--- src/dlrs_pkg.sv ---
// shared constants and types of the decimal radix sorter
`timescale 1ns / 1ps
package dlrs_pkg;

  localparam int KeyW       = 20;
  localparam int DefMaxKeys = 64;
  localparam int DefKeyBits = 20;
  localparam int Radix      = 10;
  localparam int DigitW     = 4;
  localparam int RecipW     = 32;
  localparam int RecipShift = 35;
  localparam logic [RecipW-1:0] Recip10 = 32'hCCCC_CCCD;

  typedef enum logic [3:0] {
    ST_LOAD,
    ST_CHECK,
    ST_HIST,
    ST_HIST_DRAIN,
    ST_PREFIX,
    ST_SCAT,
    ST_SCAT_DRAIN,
    ST_OUT_RD,
    ST_OUT_WAIT,
    ST_OUT_HOLD
  } state_e;

  typedef struct packed {
    logic              clr;
    logic              inc;
    logic              pfx;
    logic              dec;
    logic [DigitW-1:0] digit;
    logic [DigitW-1:0] idx;
  } hist_ctl_t;

endpackage

--- src/dlrs_hist.sv ---
// digit histogram with prefix sum and scatter position countdown
`timescale 1ns / 1ps
module dlrs_hist #(
  parameter int MAX_KEYS = dlrs_pkg::DefMaxKeys
) (
  input  logic                              clk_i,
  input  logic                              rst_ni,
  input  dlrs_pkg::hist_ctl_t               ctl_i,
  output logic [$clog2(MAX_KEYS+1)-1:0]     pos_o
);
  import dlrs_pkg::*;

  localparam int CW = $clog2(MAX_KEYS + 1);

  logic [CW-1:0]     counts_q [Radix];
  logic [DigitW-1:0] prev_idx;

  assign prev_idx = DigitW'(ctl_i.idx - 1'b1);

  // one histogram operation per cycle
  always_ff @(posedge clk_i or negedge rst_ni) begin
    if (!rst_ni) begin
      for (int i = 0; i < Radix; i++) counts_q[i] <= '0;
    end else begin
      priority if (ctl_i.clr) begin
        for (int i = 0; i < Radix; i++) counts_q[i] <= '0;
      end else if (ctl_i.inc) begin
        counts_q[ctl_i.digit] <= counts_q[ctl_i.digit] + CW'(1);
      end else if (ctl_i.pfx) begin
        counts_q[ctl_i.idx] <= counts_q[ctl_i.idx] + counts_q[prev_idx];
      end else if (ctl_i.dec) begin
        counts_q[ctl_i.digit] <= counts_q[ctl_i.digit] - CW'(1);
      end
    end
  end

  // slot for the key being scattered
  assign pos_o = counts_q[ctl_i.digit] - CW'(1);

endmodule

--- config.mk ---
export PLATFORM = sky130hd
export DESIGN_NAME = dlrs_hist
export DESIGN_NICKNAME = d
export VERILOG_FILES = /design/src/dlrs_pkg.sv /design/src/dlrs_hist.sv
export SDC_FILE = /design/constraint.sdc
export NUM_CORES = 1
export LEC_CHECK = 0
export BUFFER_PORTS_ARGS = -buffer_cell sky130_fd_sc_hd__buf_4
export CELL_PAD_IN_SITES_DETAIL_PLACEMENT = 1
export CELL_PAD_IN_SITES_GLOBAL_PLACEMENT = 2
export CORE_UTILIZATION = 25
export DETAILED_ROUTE_END_ITERATION = 16
export PLACE_DENSITY_LB_ADDON = 0.1
export SLEW_MARGIN = 20
export SYNTH_ARGS = -nofsm -noshare
export SYNTH_HDL_FRONTEND = slang
export SYNTH_SLANG_ARGS = --single-unit
--- constraint.sdc ---
create_clock -name clk_i -period 2.95 [get_ports clk_i]
set_input_delay 0.59 -clock clk_i [delete_from_list [all_inputs] [get_ports clk_i]]
set_output_delay 0.59 -clock clk_i [all_outputs]
set_load 0.02 [all_outputs]
## Yosys cells after proc, flatten, opt, wreduce, memory -nomap -nowiden

Cells that the tools add are included.

- $add $sub $neg: 4
- $mul: 0
- Divide/modulo/power cells: 0
- $lt $le $gt $ge: 5
- Equality and inequality tests: 0
- Shift operators: 0
- Mux-type cells: 20
- Bitwise operators: 3
- Reduce and logical (&&, ||, !) cells: 3

Operators by type and width:

| cell | count |
|---|---|
| $mux 70 | 4 |
| $bwmux 70 | 3 |
| $bmux 7 s4 | 3 |
| $demux 7 s4 | 2 |
| $mux 7 | 8 |
| $ge 5x5->1 const B | 3 |
| $not 4->5 | 3 |
| $lt 5x1->1 const B | 2 |
| $add 7x1->7 const B | 1 |
| $add 7x7->7 | 1 |
| $sub 7x1->7 const B | 1 |
| $reduce_bool 4->1 | 1 |
| $sub 4x1->4 const B | 1 |
| $logic_and 1x1->1 | 2 |

- Flip-flop bits (word level): 70
- Latch bits: 0
- Bits in writable memories: 0
- Memory bits (read-only): 0
- Input bits: 14
- Output and inout bits: 7
- Logic and storage cells: 45
- Memories kept: 0

## Depth between registers and ports, before layout

Gate-level depths: netlist of the first run.

- Depth after elaboration: 10
- Depth in mapped cells: 21
- Gate-level depth less buffers: 16

## Worst setup path after synthesis of the first run

OpenSTA, ideal clock, no wires.

- Path kind: input to register
- Start: input ctl_i[0] (netlist bit)
- End: register counts_q[18] (netlist bit)
- Library setup time: 0.122 ns
- Arrival: 5.257 ns
- Path slack: -2.429 ns
- Stages: 19
- Path through: buf_2 > buf_2 > clkbuf_1 > buf_2 > inv_1 > ha_1 > clkbuf_1 > xnor2_1 > nand2_1 > o31ai_1 > ha_1 > inv_1 > fa_1 > nor2b_1 > nor3_1 > o21ai_1 > nor2b_1 > a211o_1 > a32o_1

- Longest elaborated chain between the ends: 10
- Elaborated cells between the ends (all ways): 19

RTL lines:

| what | RTL line | source |
|---|---|---|
| from (decl) | dlrs_hist.sv:8 | `input dlrs_pkg::hist_ctl_t ctl_i,` |
| $sub 4x1->4 | dlrs_hist.sv:18 | `assign prev_idx = DigitW'(ctl_i.idx - 1'b1);` |
| $not 4->5 (implied by the code) | dlrs_hist.sv:30 | `counts_q[ctl_i.idx] <= counts_q[ctl_i.idx] + counts_q[prev_idx];` |
| $bmux 7 s4 | dlrs_hist.sv:30 |  |
| $mux 7 (implied by the code) (2 in a row) | dlrs_hist.sv:30 |  |
| $add 7x7->7 | dlrs_hist.sv:30 |  |
| $bwmux 70 * | dlrs_hist.sv:30 |  |
| $mux 70 * | dlrs_hist.sv:29 | `end else if (ctl_i.pfx) begin` |
| $mux 70 * | dlrs_hist.sv:27 | `end else if (ctl_i.inc) begin` |
| $mux 70 * | dlrs_hist.sv:25 | `priority if (ctl_i.clr) begin` |
| to (signal, indexed assignment) | dlrs_hist.sv:28 | `counts_q[ctl_i.digit] <= counts_q[ctl_i.digit] + CW'(1);` |
| to (signal, indexed assignment) | dlrs_hist.sv:30 |  |
| to (signal, indexed assignment) | dlrs_hist.sv:32 | `counts_q[ctl_i.digit] <= counts_q[ctl_i.digit] - CW'(1);` |
| to (decl) | dlrs_hist.sv:15 | `logic [CW-1:0] counts_q [Radix];` |

Mark *: on every way between the ends. The rest lies on a longest branch, timed or not. The select of a mux whose other input is x is not followed.
A chain may end at the register's enable or synchronous reset.

## Worst setup path after layout of the first run

- Start: input ctl_i[0] (netlist bit)
- End: register counts_q[12] (netlist bit)

The elaborated chain is that of the path after synthesis.

==> qor.yml, run 1 <==
cts_tree: "yes"
reg2reg_depth: 14
drc: 1
area_delta_synth_final_pct: 50.8
rows: 59
syn_avg_cell_area_um2: 9.07
crit_buf_inv: 6
drive_gt1_frac: 0.438
grtUsageMet3: 0.0365
final_cells: 1309
die_w_um: 166
h-tree-depth: 3
slew_headroom: 0.540
ios: 21
critPathArrivalTime_ps: 3720
crit_path_end_kind: "register"
startpoint_type: "input pin"
powerDensity_nw_per_um2: 374
worstMarginPinSlew_ps: 691
maxCapViolations: 0
finalClockSkew_ps: 9.25
netlist_area_um2: 6730
dp.cells: 1262
met2_usage: 0.472
first_pass_iters: 11
port_buffers: 20
r2r_start: "counts_q[29]"
top_usage_layer: "met2"
grt_overflow: 0
drt-vias-per-instance: 6.02
crit_path_cell_trace: "buf_12 > inv_6 > ha_4 > buf_12 > buf_12 > buf_4 > mux4_2 > mux2_4 > nand2_2 > o31ai_2 > ha_1 > a21oi_2 > o22a_1 > o311ai_4 > buf_12 > a221o_1 > a32o_2"
critPathTopFamily: "compound AO/OA/AOI/OAI gates"
peakVddDrop_mv: 0.236
rsz0062_at_grt: "yes"
grt_pass1_wl_um: 55700
gp_congestion: 0.890
yosys.area.top_type: "dfrtp_1"
cpPeakStageDelay_ps: 340
r2r_setup_slack_ps: -340
netlist_top_cells_area: "dfrtp_1 26%, mux4_2 11%, a32o_1 5.2%, a221o_1 4.5%, nand2_1 4.2%"
die_y_um: 166
yosysMostFrequentCell: "nand2_1"
hp-class: "in2async"
yosysWarningCount: 0
synth_top_area_frac: 0.260
critPathMaxFanout: 5
hold_violations: 0
leakage_nw: 4.39
synth_edf_count: 0
drt-total-wl_um: 38300
timing.critical_path.mode_cell: "buf_12"
vias: 7879
worst-path-stages: 17
fp.coreArea_um2: 26200
grt_usage: 0.275
clockBufferDepth: 2
tns_ps: -21660
hpwlAfterDp_um: 28800
nets: 997
cts_root_buffer: "clkbuf_16"
synth_nets: 769
drtIter0Drc: 635
synth_common_cells: "75 x nand2_1, 70 x dfrtp_1, 55 x nor2_1"
cts_buffers: 9
clock-sinks: 70
fp.dieArea_um2: 27600
max_flop_register: "counts_q"
required_ps: 3180
path_clk_slew_ps: 70
wl_per_cell_um: 29.3
reg_top3: "counts_q (70)"
use_met1: 0.349
clock_latency_ps: 350
first_global_vias: 8383
synthCells: 742
power.total_w: 0.00379
ys_seq_area_frac: 0.260
ant_nets: 0
period_share: 1.18
finalCriticalPeriod_ps: 3480
synth_top_flop_cell: "dfrtp_1"
setup_ws_ps: -532
largest_reg_flops: 70
critical_path.slowest_cell: "ha_1"
status: "complete, but fails checks"
synth.distinct_cells: 63
grt_max_degree: 64
setup_viol: 65
violations: "DRC, setup timing"
drv_slew: 0
crit_start: "ctl_i[0]"
path_class: "in2reg"
antenna_found_initial: 0
diodes: 0
start_util: 0.257
ys_seq_elements: 70
max_freq_mhz: 287
async_flop_share: 1.00
## per-stage QoR
stage | cell area [um2] | hold WS, ps | setup slack, ps | utilization
after global routing | 10100 | 242 | -598 | 0.387
after global placement | 9070 | 494 | -815 | 0.346
final | 10100 | 202 | -532 | 0.387
after detailed placement | 9070 | 516 | -933 | 0.346
after CTS | 9760 | 221 | -456 | 0.372
after floorplan | 7000 | 294 | -912 | -
## cells by family (layout without fill, tap and decap cells)
kind of cell,count (synthesis),in the layout,synth area share
buffers and inverters,75,307,0.0481
adders and majority gates,13,13,0.0253
DFF,70,70,0.260
AOI/OAI and AO/OA,270,270,0.303
and+or+nand+nor,225,225,0.159
muxes,76,76,0.186
xor gates and xnor gates,13,13,0.0190
## worst reg2reg max path, stage by stage (launching register included)
cell and delay, ps:
dfrtp_1 380, buf_4 150, mux4_2 460, mux2_4 290
nand2_2 70, o31ai_2 70, ha_1 270, a21o_1 170
a21oi_2 160, nor2b_2 60, nand3b_1 130, o311ai_4 170
buf_12 200, a221o_1 310, a32o_2 270
## placed cells by master, fill, tap and decap left out, types with 11 or more instances in the layout
cell type,n
a221oi_1,14
a22oi_1,11
clkbuf_16,13
mux2_2,14
nor3_1,14
nor2_1,51
buf_12,17
mux2i_1,15
inv_1,11
dfrtp_1,70
nor2b_1,15
nand2_1,65
a221o_1,30
a32o_1,33
mux4_2,32
a21oi_1,21
a22o_1,12
mux2_4,11
buf_4,232
o22ai_1,25
o21ai_0,45
buf_6,18
## path summary, 6_finish.rpt
path / end
worst max-delay path: counts_q[12]
worst min-delay path: counts_q[0]
worst max register to register: counts_q[12]
worst min register to register: counts_q[17]
max in group asynchronous: counts_q[59]
min in group clk_i: counts_q[17]
## layer usage
layer	up-vias	wire [um]
met5	-	0
met4	0	1510
met3	79	1890
met2	286	18600
met1	4100	16300
li1	3414	-
## cell type report
type | count | area (um2)
timing repair buffer | 276 | 2490
sequential | 70 | 1750
fill | 2920 | 16100
inverter | 16 | 71.3
clock inverter | 5 | 60.1
multi-input combinational | 597 | 5120
tap | 335 | 419
clock buffer | 10 | 239
## report_power, final
group / switching, W / internal [W] / total (W)
registers: 0.0000533 / 0.00101 / 0.00106
clock network: 0.000509 / 0.000677 / 0.00119
logic: 0.000831 / 0.000717 / 0.00155
total: 0.00139 / 0.00240 / 0.00379
## timing repair
| action | CTS | global route |
|---|---|---|
| buffers inserted | 14 | 14 |
| cloned | 2 | 3 |
| endpoints found under the hold margin | 0 | 0 |
| setup endpoints to repair | 66 | 65 |
| resized for setup | 57 | 49 |
| hold buffers | 0 | 0 |
| pin swaps | 25 | 44 |
No activity file was read; power rests on OpenSTA's default activity.
==> run 2: changes to the inputs <==
--- a/config.mk
+++ b/config.mk
@@ -5,6 +5,7 @@
 export SDC_FILE = /design/constraint.sdc
 export NUM_CORES = 1
 export LEC_CHECK = 0
+export ABC_AREA = 1
 export BUFFER_PORTS_ARGS = -buffer_cell sky130_fd_sc_hd__buf_4
 export CELL_PAD_IN_SITES_DETAIL_PLACEMENT = 1
 export CELL_PAD_IN_SITES_GLOBAL_PLACEMENT = 2
==> qor.yml, run 2 <==
status: "complete, but fails checks"
violations: "setup timing"
yosys-mux-area-fraction: 0  # -0.186
diodes: 0  # unchanged
hold_violations: 0  # unchanged
start_util: 0.256  # -0.00113
cts_root_buffer: "clkbuf_16"
slew_headroom: 0.514  # -0.0253
fp.dieArea_um2: 31200  # +13%
nets: 1554  # +56%
fillCellCount: 3812  # +31%
critPathArrivalTime_ps: 3520  # -200 ps
tns_ps: -11010  # +10650 ps
peakVddDrop_mv: 0.261  # +11%
synthAdderAreaFrac: 0.0223  # -0.00295
setup_viol: 62  # -4.6%
synth_common_cells: "324 x nand2_1, 170 x nand3_1, 170 x o21ai_0"
drv_slew: 0  # unchanged
fp.coreArea_um2: 29800  # +14%
grt_pass1_wl_um: 69400  # +25%
netlist_top_cells_area: "dfrtp_1 23%, nand2_1 16%, nand3_1 11%, o21ai_0 11%, inv_1 7.7%"
antenna_found_initial: 0  # unchanged
placement.cell_area_um2: 10100  # +11%
drc: 0  # -1
crit_buf_inv: 8  # +2
synth_top_flop_cell: "dfrtp_1"
synth_edf_count: 0  # unchanged
ys_seq_area_frac: 0.230  # -0.0303
drt-vias-per-instance: 5.25  # -13%
worstMarginPinSlew_ps: 729  # +38.0 ps
yosysWarningCount: 0  # unchanged
maxCapViolations: 0  # unchanged
r2r_start: "counts_q[23]"
netlist_area_um2: 7620  # +13%
cpPeakStageDelay_ps: 360  # +20 ps
first_global_vias: 10300  # +23%
grt_max_degree: 67  # +4.7%
synthXorXnorAreaFrac: 0.00460  # -0.0144
synth_nets: 1302  # +69%
crit_path_end_kind: "register"
drtIter0Drc: 803  # +26%
path_class: "in2reg"
ios: 21  # unchanged
finalCriticalPeriod_ps: 3280  # -198 ps
finalClockSkew_ps: 13.2  # +3.92 ps
critical_path.slowest_cell: "fa_2"
grtUsageMet3: 0.0349  # -0.00158
async_flop_share: 1.00  # unchanged
critPathTopFamily: "buffers and inverters"
drive_gt1_frac: 0.362  # -0.0768
powerDensity_nw_per_um2: 396  # +5.8%
use_met1: 0.448  # +0.0989
synth_top_family_by_area: "simple AND/OR/NAND/NOR gates"
synth_compound_area_frac: 0.240  # -0.0628
final_cell_mix: "290 x nand2_1, 263 x buf_4, 139 x inv_1, 120 x o21ai_0, 118 x nand3_1"
path_clk_slew_ps: 70  # about the same
met2_usage: 0.486  # +0.0143
max_freq_mhz: 305  # +6.0%
clock-sinks: 70  # unchanged
hp-class: "in2async"
clock_latency_ps: 360  # about the same
max_flop_register: "counts_q"
clockBufferDepth: 2  # unchanged
drt-total-wl_um: 47100  # +23%
port_buffers: 20  # unchanged
grt_usage: 0.309  # +0.0335
required_ps: 3190  # about the same
synth_simple_gate_area_frac: 0.377  # +0.219
rsz0062_at_grt: "yes"
synth.distinct_cells: 48  # -24%
critPathMaxFanout: 5  # unchanged
reg_top3: "counts_q (70)"
top_usage_layer: "met2"
die_w_um: 177  # +6.3%
leakage_nw: 5.38  # +23%
setup_ws_ps: -334  # +198 ps
yosysMostFrequentCell: "nand2_1"
hpwlAfterDp_um: 36200  # +26%
wl_per_cell_um: 24.5  # -16%
crit_start: "ctl_i[1]"
grt_overflow: 0  # unchanged
h-tree-depth: 3  # unchanged
die_y_um: 177  # +6.3%
seqCellArea_um2: 1750  # unchanged
final_area_um2: 11600  # +15%
crit_path_cell_trace: "buf_8 > inv_6 > ha_4 > buf_12 > buf_4 > o21ai_1 > a21oi_1 > o311ai_4 > nand2_1 > buf_4 > fa_2 > inv_2 > buf_4 > a21oi_4 > xor2_2 > buf_6 > o21ai_1 > o21bai_1 > nand3_1 > o21ai_1"
final_common_cell: "nand2_1"
first_pass_iters: 5  # -6
area_delta_synth_final_pct: 52.7
vias: 10100  # +28%
ant_nets: 0  # unchanged
yosys.area.top_type: "dfrtp_1"
syn_avg_cell_area_um2: 5.98  # -34%
ys_seq_elements: 70  # unchanged
synthCells: 1275  # +72%
largest_reg_flops: 70  # unchanged
period_share: 1.11  # -0.0670
multi_input_area_um2: 5870  # +15%
synth_top_area_frac: 0.230  # -0.0303
cts_buffers: 9  # unchanged
rows: 63  # +6.8%
startpoint_type: "input pin"
gp_congestion: 0.883  # -0.78%
cts_tree: "yes"
-- run 2: through the flow --
step | total power (W) | hold slack, ps | setup WS, ps | std cells | utilization
3_3_place_gp | 0.00288 | 466 | -969 | 1856 | 0.338
6_report | 0.00460 | 202 | -334 | 1922 | 0.391
2_1_floorplan | 0.00198 | 294 | -492 | 1275 | -
3_5_place_dp | 0.00289 | 463 | -1030 | 1856 | 0.338
4_1_cts | 0.00449 | 234 | -317 | 1910 | 0.377
5_1_grt | 0.00478 | 241 | -502 | 1922 | 0.391
-- run 2: worst paths after layout --
kind,cells after the start,slack [ps],endpoint
setup / recovery,20,-330,counts_q[46]
hold / removal,1,200,counts_q[18]
setup reg to reg,21,-110,counts_q[34]
hold reg to reg,2,480,counts_q[68]
max in group asynchronous,2,2070,counts_q[7]
min in group clk_i,2,480,counts_q[68]
-- run 2: layout make-up --
class | instances | area share
Timing Repair Buffer | 297 | 0.216
Multi-Input combinational cell | 978 | 0.505
Tap cell | 390 | 0.0419
Clock buffer | 9 | 0.0194
Clock inverter | 7 | 0.00849
Inverter | 171 | 0.0588
Sequential cell | 70 | 0.151
-- run 2: cells by family (layout without fill, tap and decap cells) --
logic type | count (synthesis) | after routing
xor+xnor | 4 | 4
flops | 70 | 70
simple gates | 626 | 630
compound gates | 331 | 331
buf+inv | 231 | 484
fa+ha+maj | 13 | 13
-- run 2: timing repair --
| action | in CTS | in global routing |
|---|---|---|
| setup endpoints to repair | 65 | 65 |
| pin swaps | 46 | 59 |
| cloned | 7 | 0 |
| hold buffers | 0 | 0 |
| buffers inserted | 33 | 14 |
| resized for setup | 148 | 89 |
-- run 2: power breakdown --
group          internal, W  leakage, nW  switching (W)
combinational     0.000863         4.29        0.00134
clock             0.000744        0.144       0.000541
sequential         0.00103        0.946      0.0000836
total              0.00264         5.38        0.00197
-- run 2: worst register-to-register path, stage by stage (launching register included) --
cell and delay [ps]:
dfrtp_1 420, inv_1 100, a21oi_1 70, o21ai_0 120, a21oi_1 110, buf_4 170, a211o_1 270, ha_4 290
buf_4 140, nand2_1 70, inv_2 90, nand3_2 100, nand3_4 100, nand4_1 200, buf_6 210, nand3b_4 140
nand3_2 100, nand2_2 60, inv_2 40, nand2_2 50, nand3_2 80, nand2_1 80
-- run 2: layer usage --
metal	share of wire	up-vias	routed length (um)
li1	-	4728	-
met1	0.48	5029	22700
met2	0.45	285	21100
met3	0.047	56	2210
met4	0.022	0	1040
met5	0	-	0
